$ cat src/iar_pkg.sv
// ----------------------------------------------------------------------------
// iar_pkg
// Types and constants shared by the interrupt router modules.
// ----------------------------------------------------------------------------
`default_nettype none

package iar_pkg;

  typedef enum logic [2:0] {
    OP_REG_READ  = 3'd0,
    OP_REG_WRITE = 3'd1,
    OP_LINE_CHG  = 3'd2,
    OP_ROUTE     = 3'd3,
    OP_ACCEPT    = 3'd4,
    OP_EOI       = 3'd5
  } op_t;

  // window offsets
  localparam logic [7:0] OFF_INDEX  = 8'h00;
  localparam logic [7:0] OFF_WINDOW = 8'h10;

  // index register codes
  localparam logic [7:0] REG_ID       = 8'h00;
  localparam logic [7:0] REG_VERSION  = 8'h01;
  localparam logic [7:0] REG_ARB      = 8'h02;
  localparam logic [7:0] REG_TBL_BASE = 8'h10;

  // redirection entry bits
  localparam int ENT_MASK_BIT  = 16;
  localparam int ENT_LEVEL_BIT = 15;
  localparam int ENT_RIRR_BIT  = 14;
  localparam int ENT_DSTAT_BIT = 12;
  localparam int ENT_LOGIC_BIT = 11;

  localparam logic [63:0] ENT_RESET    = 64'h0000_0000_0001_0000;
  localparam logic [7:0]  VERSION_CODE = 8'h11;
  localparam logic [7:0]  VEC_MIN      = 8'd16;
  localparam logic [2:0]  DM_LOWEST    = 3'd1;

  typedef struct packed {
    logic [2:0]  op;
    logic [7:0]  offset;
    logic [31:0] write_data;
    logic [4:0]  line;
    logic        level_asserted;
    logic [7:0]  eoi_vector;
  } item_t;

  typedef struct packed {
    logic        ok;
    logic [31:0] read_data;
    logic [7:0]  route_vector;
    logic [7:0]  route_destination;
    logic        route_logical;
    logic        route_level;
  } result_t;

  // state writes produced by one item
  typedef struct packed {
    logic        idx_we;
    logic [7:0]  idx_val;
    logic        ent_we;
    logic [63:0] ent_val;
    logic        acc_we;
    logic [7:0]  acc_val;
  } upd_t;

  // table entry number addressed by an index register value
  function automatic logic [6:0] win_entry(input logic [7:0] idx);
    logic [7:0] d;
    d = idx - REG_TBL_BASE;
    return d[7:1];
  endfunction

endpackage

`default_nettype wire

$ cat src/iar_in_if.sv
// ----------------------------------------------------------------------------
// iar_in_if
// Item channel: valid/ready handshake with the request fields.
// ----------------------------------------------------------------------------
`default_nettype none

interface iar_in_if;
  logic        valid;
  logic        ready;
  logic [2:0]  op;
  logic [7:0]  offset;
  logic [31:0] write_data;
  logic [4:0]  line;
  logic        level_asserted;
  logic [7:0]  eoi_vector;

  modport source (
    output valid, op, offset, write_data, line, level_asserted, eoi_vector,
    input  ready
  );
  modport sink (
    input  valid, op, offset, write_data, line, level_asserted, eoi_vector,
    output ready
  );
endinterface

`default_nettype wire

$ cat src/iar_out_if.sv
// ----------------------------------------------------------------------------
// iar_out_if
// Result channel: valid/ready handshake with the response fields.
// ----------------------------------------------------------------------------
`default_nettype none

interface iar_out_if;
  logic        valid;
  logic        ready;
  logic        ok;
  logic [31:0] read_data;
  logic [7:0]  route_vector;
  logic [7:0]  route_destination;
  logic        route_logical;
  logic        route_level;

  modport source (
    output valid, ok, read_data, route_vector, route_destination, route_logical,
           route_level,
    input  ready
  );
  modport sink (
    input  valid, ok, read_data, route_vector, route_destination, route_logical,
           route_level,
    output ready
  );
endinterface

`default_nettype wire

$ cat src/iar_ram.sv
// ----------------------------------------------------------------------------
// iar_ram
// Generic single-write, single-read synchronous RAM with registered read.
// ----------------------------------------------------------------------------
`default_nettype none

module iar_ram #(
  parameter int WIDTH = 64,
  parameter int DEPTH = 24,
  localparam int AW = (DEPTH > 1) ? $clog2(DEPTH) : 1
) (
  input  wire logic                     clk,
  input  wire logic                     we,
  input  wire logic [AW-1:0]            waddr,
  input  wire logic [WIDTH-1:0]         wdata,
  input  wire logic                     re,
  input  wire logic [AW-1:0]            raddr,
  output      logic [WIDTH-1:0]         rdata
);
  logic [WIDTH-1:0] mem [DEPTH];

  always_ff @(posedge clk) begin
    if (we) begin
      mem[waddr] <= wdata;
    end
    if (re) begin
      rdata <= mem[raddr];
    end
  end

endmodule

`default_nettype wire

$ cat src/iar_exec.sv
// ----------------------------------------------------------------------------
// iar_exec
// Evaluates one item against its redirection entry and the line bit sets.
// ----------------------------------------------------------------------------
`default_nettype none

module iar_exec
  import iar_pkg::*;
#(
  parameter int LINE_COUNT = 24
) (
  input  wire item_t                  item,
  input  wire logic [63:0]            ent,
  input  wire logic [7:0]             idx,
  input  wire logic [3:0]             apic_id,
  input  wire logic [LINE_COUNT-1:0]  asrt,
  input  wire logic [LINE_COUNT-1:0]  pend,
  input  wire logic [LINE_COUNT-1:0]  rirr,
  input  wire logic [7:0]             acc_vec [LINE_COUNT],
  output      result_t                res,
  output      upd_t                   upd,
  output      logic [LINE_COUNT-1:0]  asrt_nxt,
  output      logic [LINE_COUNT-1:0]  pend_nxt,
  output      logic [LINE_COUNT-1:0]  rirr_nxt
);
  localparam int LINE_W = (LINE_COUNT > 1) ? $clog2(LINE_COUNT) : 1;
  localparam logic [8:0] TBL_END = 9'(16 + 2 * LINE_COUNT);
  localparam logic [5:0] LINE_LIM = 6'(LINE_COUNT);

  logic [LINE_W-1:0]     win_n;
  logic [LINE_COUNT-1:0] win_m;
  logic [LINE_COUNT-1:0] line_m;
  logic                  tbl_hit;
  logic                  line_ok;
  logic                  wr;
  logic                  route_ok;
  logic [63:0]           rb;
  logic [31:0]           d;
  logic [31:0]           id_val;

  assign win_n   = LINE_W'(win_entry(idx));
  assign win_m   = LINE_COUNT'(1) << win_n;
  assign line_m  = LINE_COUNT'(1) << LINE_W'(item.line);
  assign tbl_hit = (idx >= REG_TBL_BASE) && ({1'b0, idx} < TBL_END);
  assign line_ok = {1'b0, item.line} < LINE_LIM;
  assign wr      = (item.op == OP_REG_WRITE);
  assign id_val  = {4'd0, apic_id, 24'd0};

  assign route_ok = line_ok && !ent[ENT_MASK_BIT] && !(|(rirr & line_m)) &&
                    (ent[7:0] >= VEC_MIN) &&
                    (ent[ENT_LEVEL_BIT] ? |(asrt & line_m) : |(pend & line_m));

  always_comb begin
    res      = '0;
    upd      = '0;
    asrt_nxt = asrt;
    pend_nxt = pend;
    rirr_nxt = rirr;
    rb       = ent | (|(rirr & win_m) ? (64'd1 << ENT_RIRR_BIT) : 64'd0);
    d        = item.write_data;

    case (op_t'(item.op))
      OP_REG_READ, OP_REG_WRITE: begin
        if (item.offset == OFF_INDEX) begin
          if (wr) begin
            if (item.write_data[31:8] == 24'd0) begin
              res.ok      = 1'b1;
              upd.idx_we  = 1'b1;
              upd.idx_val = item.write_data[7:0];
            end
          end else begin
            res.ok        = 1'b1;
            res.read_data = {24'd0, idx};
          end
        end else if (item.offset == OFF_WINDOW) begin
          if (idx == REG_ID || idx == REG_ARB) begin
            if (wr) begin
              res.ok = (idx == REG_ID) && (item.write_data == id_val);
            end else begin
              res.ok        = 1'b1;
              res.read_data = id_val;
            end
          end else if (idx == REG_VERSION) begin
            if (!wr) begin
              res.ok        = 1'b1;
              res.read_data = {8'd0, 8'(LINE_COUNT - 1), 8'd0, VERSION_CODE};
            end
          end else if (tbl_hit) begin
            if (!wr) begin
              res.ok        = 1'b1;
              res.read_data = idx[0] ? rb[63:32] : rb[31:0];
            end else if (idx[0]) begin
              if (d[23:0] == 24'd0) begin
                res.ok      = 1'b1;
                upd.ent_we  = 1'b1;
                upd.ent_val = {d, ent[31:0]};
              end
            end else begin
              // read-only status bits are dropped before the checks
              d[ENT_DSTAT_BIT] = 1'b0;
              d[ENT_RIRR_BIT]  = 1'b0;
              if (d[31:17] == 15'd0 && d[10:8] <= DM_LOWEST &&
                  (d[ENT_MASK_BIT] || d[7:0] >= VEC_MIN)) begin
                res.ok      = 1'b1;
                upd.ent_we  = 1'b1;
                upd.ent_val = {ent[63:32], d};
              end
            end
          end
        end
        if (!res.ok || wr) begin
          res.read_data = '0;
        end
      end
      OP_LINE_CHG: begin
        if (line_ok) begin
          res.ok = 1'b1;
          if (item.level_asserted) begin
            // rising edge of an unmasked edge line
            if (!(|(asrt & line_m)) && !ent[ENT_MASK_BIT] && !ent[ENT_LEVEL_BIT]) begin
              pend_nxt = pend | line_m;
            end
            asrt_nxt = asrt | line_m;
          end else begin
            asrt_nxt = asrt & ~line_m;
          end
        end
      end
      OP_ROUTE, OP_ACCEPT: begin
        if (route_ok) begin
          res.ok                = 1'b1;
          res.route_vector      = ent[7:0];
          res.route_destination = ent[63:56];
          res.route_logical     = ent[ENT_LOGIC_BIT];
          res.route_level       = ent[ENT_LEVEL_BIT];
          if (op_t'(item.op) == OP_ACCEPT) begin
            pend_nxt = pend & ~line_m;
            if (ent[ENT_LEVEL_BIT]) begin
              rirr_nxt    = rirr | line_m;
              upd.acc_we  = 1'b1;
              upd.acc_val = ent[7:0];
            end
          end
        end
      end
      OP_EOI: begin
        res.ok = 1'b1;
        if (item.eoi_vector >= VEC_MIN) begin
          for (int i = 0; i < LINE_COUNT; i++) begin
            rirr_nxt[i] = rirr[i] & (acc_vec[i] != item.eoi_vector);
          end
        end
      end
      default: begin
        res.ok = 1'b0;
      end
    endcase
  end

endmodule

`default_nettype wire

$ cat src/ioapic_interrupt_router_unit.sv
// ----------------------------------------------------------------------------
// ioapic_interrupt_router_unit
// I/O interrupt controller: index/window registers, per-line redirection
// entries in a table memory, line, route, accept and end-of-interrupt items.
// ----------------------------------------------------------------------------
// result: the result register loads when ST_EXEC commits, after ST_IDLE takes the
//   input beat; the commit waits while the previous result waits to be drained
// items: a new item is taken only back in ST_IDLE, set by the read-then-write of
//   the redirection table memory (a read step, then an execute/write-back step)
// reset: control, index, id and line bit sets clear at once; the table reads
//   as masked through per-entry written flags, so there is no clearing pass
`default_nettype none

module ioapic_interrupt_router_unit
  import iar_pkg::*;
#(
  parameter int LINE_COUNT = 24
) (
  input  wire logic  clk,
  input  wire logic  rst_n,
  iar_in_if.sink     in_chan,
  iar_out_if.source  out_chan,
  input  wire logic        cfg_we,
  input  wire logic [3:0]  cfg_wdata
);
  localparam int LINE_W = (LINE_COUNT > 1) ? $clog2(LINE_COUNT) : 1;

  typedef enum logic {ST_IDLE, ST_EXEC} state_t;

  state_t                state_r;
  item_t                 item_r;
  logic [LINE_W-1:0]     addr_r;
  logic                  ent_vld_r;
  logic [7:0]            idx_r;
  logic [3:0]            apic_id_r;
  logic [LINE_COUNT-1:0] written_r;
  logic [LINE_COUNT-1:0] asrt_r, pend_r, rirr_r;
  logic [7:0]            acc_vec_r [LINE_COUNT];
  logic                  out_valid_r;
  result_t               out_res_r;

  item_t                 in_item;
  logic                  in_beat;
  logic [LINE_W-1:0]     rd_addr;
  logic [63:0]           ram_q;
  logic [63:0]           ent;
  logic                  commit;
  result_t               res;
  upd_t                  upd;
  logic [LINE_COUNT-1:0] asrt_nxt, pend_nxt, rirr_nxt;

  assign in_item.op             = in_chan.op;
  assign in_item.offset         = in_chan.offset;
  assign in_item.write_data     = in_chan.write_data;
  assign in_item.line           = in_chan.line;
  assign in_item.level_asserted = in_chan.level_asserted;
  assign in_item.eoi_vector     = in_chan.eoi_vector;

  assign in_chan.ready = (state_r == ST_IDLE);
  assign in_beat       = in_chan.valid && in_chan.ready;

  // register accesses address the entry picked by the index register
  assign rd_addr = (in_chan.op == OP_REG_READ || in_chan.op == OP_REG_WRITE) ?
                   LINE_W'(win_entry(idx_r)) : LINE_W'(in_chan.line);

  iar_ram #(
    .WIDTH (64),
    .DEPTH (LINE_COUNT)
  ) u_tbl (
    .clk   (clk),
    .we    (commit && upd.ent_we),
    .waddr (addr_r),
    .wdata (upd.ent_val),
    .re    (in_beat),
    .raddr (rd_addr),
    .rdata (ram_q)
  );

  assign ent = ent_vld_r ? ram_q : ENT_RESET;

  iar_exec #(
    .LINE_COUNT (LINE_COUNT)
  ) u_exec (
    .item     (item_r),
    .ent      (ent),
    .idx      (idx_r),
    .apic_id  (apic_id_r),
    .asrt     (asrt_r),
    .pend     (pend_r),
    .rirr     (rirr_r),
    .acc_vec  (acc_vec_r),
    .res      (res),
    .upd      (upd),
    .asrt_nxt (asrt_nxt),
    .pend_nxt (pend_nxt),
    .rirr_nxt (rirr_nxt)
  );

  // finish only when the result register is free or being drained
  assign commit = (state_r == ST_EXEC) && (!out_valid_r || out_chan.ready);

  always_ff @(posedge clk) begin
    if (!rst_n) begin
      state_r     <= ST_IDLE;
      idx_r       <= '0;
      apic_id_r   <= '0;
      written_r   <= '0;
      asrt_r      <= '0;
      pend_r      <= '0;
      rirr_r      <= '0;
      out_valid_r <= 1'b0;
    end else begin
      if (cfg_we) begin
        apic_id_r <= cfg_wdata;
      end
      if (out_valid_r && out_chan.ready && !commit) begin
        out_valid_r <= 1'b0;
      end
      case (state_r)
        ST_IDLE: begin
          if (in_beat) begin
            state_r <= ST_EXEC;
          end
        end
        ST_EXEC: begin
          if (commit) begin
            state_r     <= ST_IDLE;
            out_valid_r <= 1'b1;
            asrt_r      <= asrt_nxt;
            pend_r      <= pend_nxt;
            rirr_r      <= rirr_nxt;
            if (upd.idx_we) begin
              idx_r <= upd.idx_val;
            end
            if (upd.ent_we) begin
              written_r <= written_r | (LINE_COUNT'(1) << addr_r);
            end
          end
        end
        default: begin
          state_r <= ST_IDLE;
        end
      endcase
    end
  end

  // payload registers
  always_ff @(posedge clk) begin
    if (in_beat) begin
      item_r    <= in_item;
      addr_r    <= rd_addr;
      ent_vld_r <= |(written_r & (LINE_COUNT'(1) << rd_addr));
    end
    if (commit) begin
      out_res_r <= res;
      if (upd.acc_we) begin
        acc_vec_r[addr_r] <= upd.acc_val;
      end
    end
  end

  assign out_chan.valid             = out_valid_r;
  assign out_chan.ok                = out_res_r.ok;
  assign out_chan.read_data         = out_res_r.read_data;
  assign out_chan.route_vector      = out_res_r.route_vector;
  assign out_chan.route_destination = out_res_r.route_destination;
  assign out_chan.route_logical     = out_res_r.route_logical;
  assign out_chan.route_level       = out_res_r.route_level;

endmodule

`default_nettype wire
$ cat src/flat_wrapper.sv
// flat-port wrapper written by rule: the top's interface ports become plain ports
module ioapic_interrupt_router_unit_flat import iar_pkg::*;
#(
  parameter int LINE_COUNT = 24
)
  (clk, rst_n, cfg_we, cfg_wdata, in_chan_valid, in_chan_op, in_chan_offset, in_chan_write_data, in_chan_line, in_chan_level_asserted, in_chan_eoi_vector, in_chan_ready, out_chan_valid, out_chan_ok, out_chan_read_data, out_chan_route_vector, out_chan_route_destination, out_chan_route_logical, out_chan_route_level, out_chan_ready);
  iar_in_if in_chan_i ();
  iar_out_if out_chan_i ();
  input  wire logic clk;
  input  wire logic rst_n;
  input  wire logic cfg_we;
  input  wire logic [3:0] cfg_wdata;
  input wire logic [$bits(in_chan_i.valid)-1:0] in_chan_valid;
  input wire logic [$bits(in_chan_i.op)-1:0] in_chan_op;
  input wire logic [$bits(in_chan_i.offset)-1:0] in_chan_offset;
  input wire logic [$bits(in_chan_i.write_data)-1:0] in_chan_write_data;
  input wire logic [$bits(in_chan_i.line)-1:0] in_chan_line;
  input wire logic [$bits(in_chan_i.level_asserted)-1:0] in_chan_level_asserted;
  input wire logic [$bits(in_chan_i.eoi_vector)-1:0] in_chan_eoi_vector;
  output wire logic [$bits(in_chan_i.ready)-1:0] in_chan_ready;
  output wire logic [$bits(out_chan_i.valid)-1:0] out_chan_valid;
  output wire logic [$bits(out_chan_i.ok)-1:0] out_chan_ok;
  output wire logic [$bits(out_chan_i.read_data)-1:0] out_chan_read_data;
  output wire logic [$bits(out_chan_i.route_vector)-1:0] out_chan_route_vector;
  output wire logic [$bits(out_chan_i.route_destination)-1:0] out_chan_route_destination;
  output wire logic [$bits(out_chan_i.route_logical)-1:0] out_chan_route_logical;
  output wire logic [$bits(out_chan_i.route_level)-1:0] out_chan_route_level;
  input wire logic [$bits(out_chan_i.ready)-1:0] out_chan_ready;
  assign in_chan_i.valid = in_chan_valid;
  assign in_chan_i.op = in_chan_op;
  assign in_chan_i.offset = in_chan_offset;
  assign in_chan_i.write_data = in_chan_write_data;
  assign in_chan_i.line = in_chan_line;
  assign in_chan_i.level_asserted = in_chan_level_asserted;
  assign in_chan_i.eoi_vector = in_chan_eoi_vector;
  assign in_chan_ready = in_chan_i.ready;
  assign out_chan_valid = out_chan_i.valid;
  assign out_chan_ok = out_chan_i.ok;
  assign out_chan_read_data = out_chan_i.read_data;
  assign out_chan_route_vector = out_chan_i.route_vector;
  assign out_chan_route_destination = out_chan_i.route_destination;
  assign out_chan_route_logical = out_chan_i.route_logical;
  assign out_chan_route_level = out_chan_i.route_level;
  assign out_chan_i.ready = out_chan_ready;
  ioapic_interrupt_router_unit #(.LINE_COUNT(LINE_COUNT)) u_core (.clk(clk), .rst_n(rst_n), .in_chan(in_chan_i), .out_chan(out_chan_i), .cfg_we(cfg_we), .cfg_wdata(cfg_wdata));
endmodule
$ cat config.mk
export PLATFORM = sky130hd
export DESIGN_NAME = ioapic_interrupt_router_unit_flat
export DESIGN_NICKNAME = d
export VERILOG_FILES = /design/src/iar_pkg.sv /design/src/iar_in_if.sv /design/src/iar_out_if.sv /design/src/iar_ram.sv /design/src/iar_exec.sv /design/src/ioapic_interrupt_router_unit.sv /design/src/flat_wrapper.sv
export SDC_FILE = /design/constraint.sdc
export NUM_CORES = 2
export LEC_CHECK = 0
export BUFFER_PORTS_ARGS = -buffer_cell sky130_fd_sc_hd__clkbuf_2
export CAP_MARGIN = 5
export CORE_MARGIN = 2
export CORE_UTILIZATION = 45
export DETAILED_ROUTE_END_ITERATION = 10
export PLACE_DENSITY_LB_ADDON = 0.12
export SYNTH_ARGS = -nofsm -noshare
export SYNTH_HDL_FRONTEND = slang
export SYNTH_SLANG_ARGS = --single-unit
$ cat constraint.sdc
create_clock -name clk -period 6.48 [get_ports clk]
set_input_delay 0.324 -clock clk [delete_from_list [all_inputs] [get_ports clk]]
set_output_delay 0.324 -clock clk [all_outputs]
set_load 0.05 [all_outputs]
# Word-level counts from Yosys, hierarchy flattened
# Memories as Yosys holds them, arrays and structs flattened. A register that Yosys moved wholly into a read port is not among the register bits.
# Cells that the tools add are included.
word_totals:
  regBits: 416
  ram_bits: 1536
  input_bits: 66
  output_inout_bits: 53
  word_cells: 259
  memories: 1
classes:
  addsub: 1
  n_lt_le_gt_ge: 9
  eq_ne: 41
  n_shift: 4
  n_mux: 65
  bitwise_logic: 40
  n_reduce_logical: 52
memory_table:
  columns: ["memory", "words", "width", "rd", "rd_clocked_by_memory_dff", "wr", "line_no", "text"]
  rows:
  - ["u_core.u_tbl.mem", 24, 64, 1, 1, 1, "iar_ram.sv:20", "logic [WIDTH-1:0] mem [DEPTH];"]
op_table:
  columns: ["cell", "n"]
  rows:
  - ["$mux 65", 9]
  - ["$mux 24", 10]
  - ["$mux 33", 7]
  - ["$bwmux 192", 1]
  - ["$ne 8x8->1", 24]
  - ["$and 24x24->24", 7]
  - ["$reduce_or 24->1", 5]
  - ["$or 24x24->24", 4]
  - ["$pmux 24 s2", 2]
  - ["$shl 1x5->24 const A", 4]
  - ["$mux 74", 1]
  - ["$mux 32", 2]
  - ["$mux 64", 1]
  - ["$or 64x15->64", 1]
  - ["$mux 9", 7]
  - ["$logic_not 24->1", 2]
  - ["$demux 8 s5", 1]
  - ["$eq 32x28->1", 1]
  - ["$ge 8x5->1 const B", 4]
  - ["$mux 28", 1]
  - ["$and 1x1->1", 24]
  - ["$not 24->24", 1]
  - ["$mux 1", 17]
  - ["$logic_and 1x1->1", 16]
  - ["other kinds (33)", 60]

# Longest topological paths before layout
depth:
  ltp_word: 17
  ltp_mapped: 12
  mapped_depth_nobuf: 9

# Modules after synthesis
# A second synthesis with hierarchy kept.
hier_totals:
  hier_cells: 4915
  area_unflattened_um2: 81704.6
by_module_without_submodules:
  columns: ["mod", "n_inst", "cells_each", "area_each_um2", "seq_area_each_um2"]
  rows:
  - ["iar_ram", 1, 3056, 61001.0, 48046.1]
  - ["ioapic_interrupt_router_unit", 1, 935, 14202.4, 11390.9]
  - ["iar_exec", 1, 924, 6501.2, 0.0]

# Least setup slack after synthesis
# OpenSTA, ideal clock, no wires.
synth_timing:
  path_type: "register to register"
  from: "register u_core.item_r[42] (netlist name)"
  to: "memory u_core.u_tbl.mem[8][0] (enable)"
  setup_ns: 0.567
  t_arrival_ns: 6.297
  required_ns: 5.913
  slack_ns: -0.384
  stages_incl_launch_ff: 8
  n_path_buf: 1
  period_less_slack_ns: 6.864
  cell_sequence: "edfxtp_1 -> or4_1 -> a2111oi_0 -> and4_1 -> clkbuf_1 -> or2_2 -> nand2_1 -> nor3_1"
synth_between:
  elab_chain_len: 15
synth_rtl:
  columns: ["item", "line_no", "text"]
  rows:
  - ["from (decl)", "ioapic_interrupt_router_unit.sv:31", "item_t item_r;"]
  - ["from (signal assigned)", "ioapic_interrupt_router_unit.sv:150", "item_r <= in_item;"]
  - ["$logic_not 15->1", "iar_exec.sv:102", "if (d[31:17] == 15'd0 && d[10:8] <= DM_LOWEST &&"]
  - ["$logic_and 1x1->1 (2 in a row)", "iar_exec.sv:102", null]
  - ["$mux 65", "iar_exec.sv:102", null]
  - ["$mux 65", "iar_exec.sv:92", "end else if (idx[0]) begin"]
  - ["$mux 65", "iar_exec.sv:89", "if (!wr) begin"]
  - ["$mux 65", "iar_exec.sv:88", "end else if (tbl_hit) begin"]
  - ["$mux 65", "iar_exec.sv:83", "end else if (idx == REG_VERSION) begin"]
  - ["$mux 65", "iar_exec.sv:76", "if (idx == REG_ID || idx == REG_ARB) begin"]
  - ["$mux 65", "iar_exec.sv:75", "end else if (item.offset == OFF_WINDOW) begin"]
  - ["$mux 65", "iar_exec.sv:64", "if (item.offset == OFF_INDEX) begin"]
  - ["$mux 74", "iar_exec.sv:62", "case (op_t'(item.op))"]
  - ["$logic_and 1x1->1", "ioapic_interrupt_router_unit.sv:71", ".we (commit && upd.ent_we),"]
  - ["$mux 1", "iar_ram.sv:23", "if (we) begin"]
  - ["$mux 1 (implied by the code)", "iar_ram.sv:24", "mem[waddr] <= wdata;"]
  - ["to (decl)", "iar_ram.sv:20", null]
# Every way passes these cells.

# Final worst setup path
layout_timing:
  from: "register u_core.idx_r[2]"
  to: "memory u_core.u_tbl.mem[23][21] (enable)"
layout_between:
  elab_chain_len: 11
  word_cells_on_any_way: 16
  cone_classes: "order compare: 2; eq/ne: 2; mux: 8; reduce/logical: 4"
layout_rtl:
  columns: ["item", "line_no", "text"]
  rows:
  - ["from (decl)", "ioapic_interrupt_router_unit.sv:34", "logic [7:0] idx_r;"]
  - ["from (signal assigned)", "ioapic_interrupt_router_unit.sv:133", "idx_r <= upd.idx_val;"]
  - ["$ge 8x5->1 / $lt 8x7->1 (equally long branches)", "iar_exec.sv:44", "assign tbl_hit = (idx >= REG_TBL_BASE) && ({1'b0, idx} < TBL_END);"]
  - ["$logic_and 1x1->1", "iar_exec.sv:44", null]
  - ["$mux 65", "iar_exec.sv:88", null]
  - ["$mux 65", "iar_exec.sv:83", null]
  - ["$mux 65 *", "iar_exec.sv:76", null]
  - ["$mux 65 *", "iar_exec.sv:75", null]
  - ["$mux 65 *", "iar_exec.sv:64", null]
  - ["$mux 74 *", "iar_exec.sv:62", null]
  - ["$logic_and 1x1->1 *", "ioapic_interrupt_router_unit.sv:71", null]
  - ["$mux 1 *", "iar_ram.sv:23", null]
  - ["$mux 1 (implied by the code) *", "iar_ram.sv:24", null]
# Every way passes the cells marked *; elsewhere a longest branch is shown, timed or not.

==> metrics.md <==
| Metric | Value |
|---|---|
| Final Hold Viols | `0` |
| CP max FO | `23` |
| Number of synthesized register bits | `2016` |
| Share of the clock period used by the worst path | `0.7386` |
| Tot GR Track Use | `0.2604` |
| Leak Pwr | `31.76 nW` |
| Syn_area_per_cell | `13.07 um2` |
| CTS Buffer Depth | `3` |
| FF-to-FF End | `u_core.u_tbl.mem[23][21]` |
| Root buf cell | `clkbuf_16` |
| Clock-pin slew on the worst setup and hold paths | `60 ps` |
| Area Overhead vs Synth | `12.68%` |
| Critical Path AT | `5260 ps` |
| Number of synthesized flops with an enable pin | `1906` |
| Worst reg2reg setup slack | `1690 ps` |
| Most frequent cells in the layout | `1906 x edfxtp_1, 1618 x nand2_1, 673 x nand3_1` |
| Setup CP Type | `reg -> reg` |
| Req. time, crit path | `6950 ps` |
| Crit. path cell count | `8` |
| Post-layout util | `0.5087` |
| Combinational share of power | `0.051` |
| Clk_skew | `30.74 ps` |
| # fillers | `15440` |
| Via Count | `52180` |
| Nets | `6369` |
| DRC viols | `0` |
| Commonest non-fill, non-tap cell in the layout | `edfxtp_1` |
| Drt via density | `5.904` |
| Most frequent cell on the critical path | `nand3_1` |
| Post-route ant nets | `0` |
| Drt first pass iters | `6` |
| Post-DR wirelength/cell | `27.61 um` |
| DIE AREA | `0.1842 mm2` |
| Slowest CP cell | `nor2_4` |
| Critical path launch point | `u_core.idx_r[2]` |
| Sw frac | `0.2260` |
| Final GP Congestion | `0.8654` |
| TritonCTS clock tree | `done` |
| Wirelength, routed | `244000 um` |
| Sequential area share after synthesis | `0.7308` |
| Critical path endpoint category | `flop` |
| First-pass GRT wire length | `352200 um` |
| RSZ-0062 raised after global routing | `false` |
| Power share of the clock group | `0.415` |
| Post-CTS Setup Bufs | `0` |
| Die width | `429.1 um` |
| Syn Nets | `6289` |
| Max-cap violations | `0` |
| Max transition margin | `0.1422` |
| Crit path launch type | `flop` |
| Commonest register cell after synthesis | `edfxtp_1` |
| Vias in the first global route | `49060` |
| Hold-fix buffers, CTS | `67` |
| Remaining Overflow, GRT | `0` |
| Hold Crit Class | `in -> reg` |
| # IOs | `119` |
| Min Tclk post-route | `4786 ps` |
| Placed standard-cell area | `0.08477 mm2` |
| Synth async-reset ratio | `0` |
| Outcome | `completed` |
| Int Pwr | `20.69 mW` |
| CTS buffer count | `206` |
| Top Family by Delay on Critical Path | `simple AND/OR/NAND/NOR gates` |
| Endpoints failing setup | `0` |
| VDD IR max | `0.2034 mV` |
| Initial antenna violation count | `10` |
| Slew Viols, Final | `0` |
| DP HPWL | `127600 um` |
| # port buffers | `118` |
| Share of layout cells above drive strength 1 | `0.09434` |
| Share of power burned in registers | `0.534` |
| Worst slew pin tran | `1284 ps` |
| Unique masters post-synth | `70` |
| Crit-path cells | `nor3_1, nand3_1, a21boi_0, and4_2, or2_2, nand3_1, nor2_4, buf_4` |
| Skew-Pair Late Insertion Delay | `840 ps` |
| WP buf/inv | `1` |
| CP Capture Point | `u_core.u_tbl.mem[23][21]` |
| Reg2reg start | `u_core.idx_r[2]` |
| Design area | `0.09164 mm2` |
| CP peak stage delay | `930 ps` |
| Setup TNS | `0 ps` |
| PD cells | `291.7 mW/mm2` |
| R2R cell count | `8` |
| Largest net degree at the start of global routing | `159` |
| Post-Synthesis Cells | `6221` |
| PostCTS Resize Cnt | `0` |
| Initial Utilization | `0.4515` |
| Ys Warns | `0` |
| Clk sinks | `2016` |
| Post-Syn Area | `0.08133 mm2` |
| CTS HTree Levels | `4` |
| Placeable core area | `0.1802 mm2` |
| Site row count | `156` |
| Die height | `429.1 um` |
| Fmax achieved | `208.9 MHz` |
| Switching power | `6.043 mW` |
| Iter 0 DRT Violations | `6287` |
==> power by group through the flow <==
stage	clock [mW]	sequential (mW)	combinational (mW)
after floorplan	0	14.5	0.785
after CTS	11.3	14.3	1.36
after detailed placement	0	14.5	1.32
after global placement	0	14.5	1.32
after global routing	11.8	14.3	1.44
final	11.1	14.3	1.36
==> per-layer routing <==
layer,up-vias,GRT usage,wire [um]
met5,-,0,13
met1,26550,0.3768,105100
met3,344,0.04000,18530
met2,2114,0.4097,114000
met4,2,0.07281,6303
li1,23170,-,-
==> area by class of cell <==
class	count	area [um2]	area share
flip-flops and latches	2016	59440	0.6486
multi-input cells	3750	20280	0.2213
clock buffers	271	5472	0.05970
well taps	2370	2965	0.03236
repair buffers	310	2704	0.02950
clock inverters	102	688.2	0.007509
inverters	17	85.08	0.0009284
diodes	3	7.507	0.00008192
==> cells by family (layout without fill, tap and decap cells) <==
kind of cell,Yosys count,after routing,synth area share
compound gates,656,656,0.06109
xor+xnor,196,196,0.02111
fa+ha+maj,2,2,0.0003076
buf+inv,455,700,0.02317
flops,2016,2016,0.7308
mux,78,78,0.01037
other cells,0,3,0
simple gates,2818,2818,0.1532
==> Yosys cell counts, types with 6 or more instances <==
cell type	number	area, um2
nor3_1	36	180.2
o211ai_1	6	45.04
a32o_1	11	110.1
clkbuf_1	318	1194
a22oi_1	14	105.1
nand2b_1	10	62.56
mux2_2	10	112.6
o21ai_1	22	110.1
and3_1	174	1089
a21oi_1	49	245.2
nand2_1	1618	6073
o211ai_2	20	250.2
xnor2_1	196	1717
o21ai_0	117	585.6
inv_1	14	52.55
nor2b_1	11	68.82
edfxtp_1	1906	57230
a31oi_1	70	437.9
mux2i_1	64	640.6
nor2_4	6	67.56
nand3b_1	7	52.55
a311o_1	65	650.6
nand4_1	55	344.1
a311oi_1	196	1717
o21a_1	26	195.2
buf_2	84	420.4
buf_6	7	78.83
and4_1	6	52.55
buf_1	24	90.09
a22o_1	14	122.6
nand3_1	673	3368
o311ai_0	23	201.4
and2_1	14	87.58
nor2_1	155	581.8
dfxtp_1	110	2202
nor4_1	13	81.33
==> worst min path at each step <==
stage	depth (start not counted)	end	startpoint	slack, ps
6_report	4	flop	rst_n	160
5_1_grt	4	flop	rst_n	150
4_1_cts	4	flop	rst_n	80
3_5_place_dp	1	u_core.written_r[9]	u_core.written_r[9]	450
3_3_place_gp	1	u_core.written_r[9]	u_core.written_r[9]	450
2_1_floorplan	0	u_core.item_r[0]	in_chan_eoi_vector[0]	420
==> sequential cells by signal, summed over array words and instances (netlist names), named ones only <==
name                               flops
u_core.acc_vec_r                     192
u_core.addr_r                          5
u_core.apic_id_r                       4
u_core.ent_vld_r                       1
u_core.idx_r                           8
u_core.item_r                         57
u_core.out_chan.ok                     1
u_core.out_chan.read_data             32
u_core.out_chan.route_destination      8
u_core.out_chan.route_level            1
u_core.out_chan.route_logical          1
u_core.out_chan.route_vector           8
u_core.out_chan.valid                  1
u_core.rirr_r                         24
u_core.state_r                         1
u_core.u_tbl.mem                    1536
u_core.u_tbl.rdata                    64
u_core.written_r                      24
==> worst min-delay path, delay by kind of cell <==
| kind | cells | cell delay, ps |
|---|---|---|
| buf+inv | 2 | 370 |
| compound gates | 2 | 170 |
==> stage by stage <==
step	hold slack [ps]	instances	worst slack (ps)	total power [mW]
finish	161.1	8839	1694	26.73
global route	146.1	8836	1448	27.47
CTS	80.25	8834	1614	26.90
detailed placement	452.2	8394	1651	15.87
global placement	446.2	8394	1722	15.87
floorplan	422.9	6221	214.9	15.30
Power figures use the tool's default switching activity.
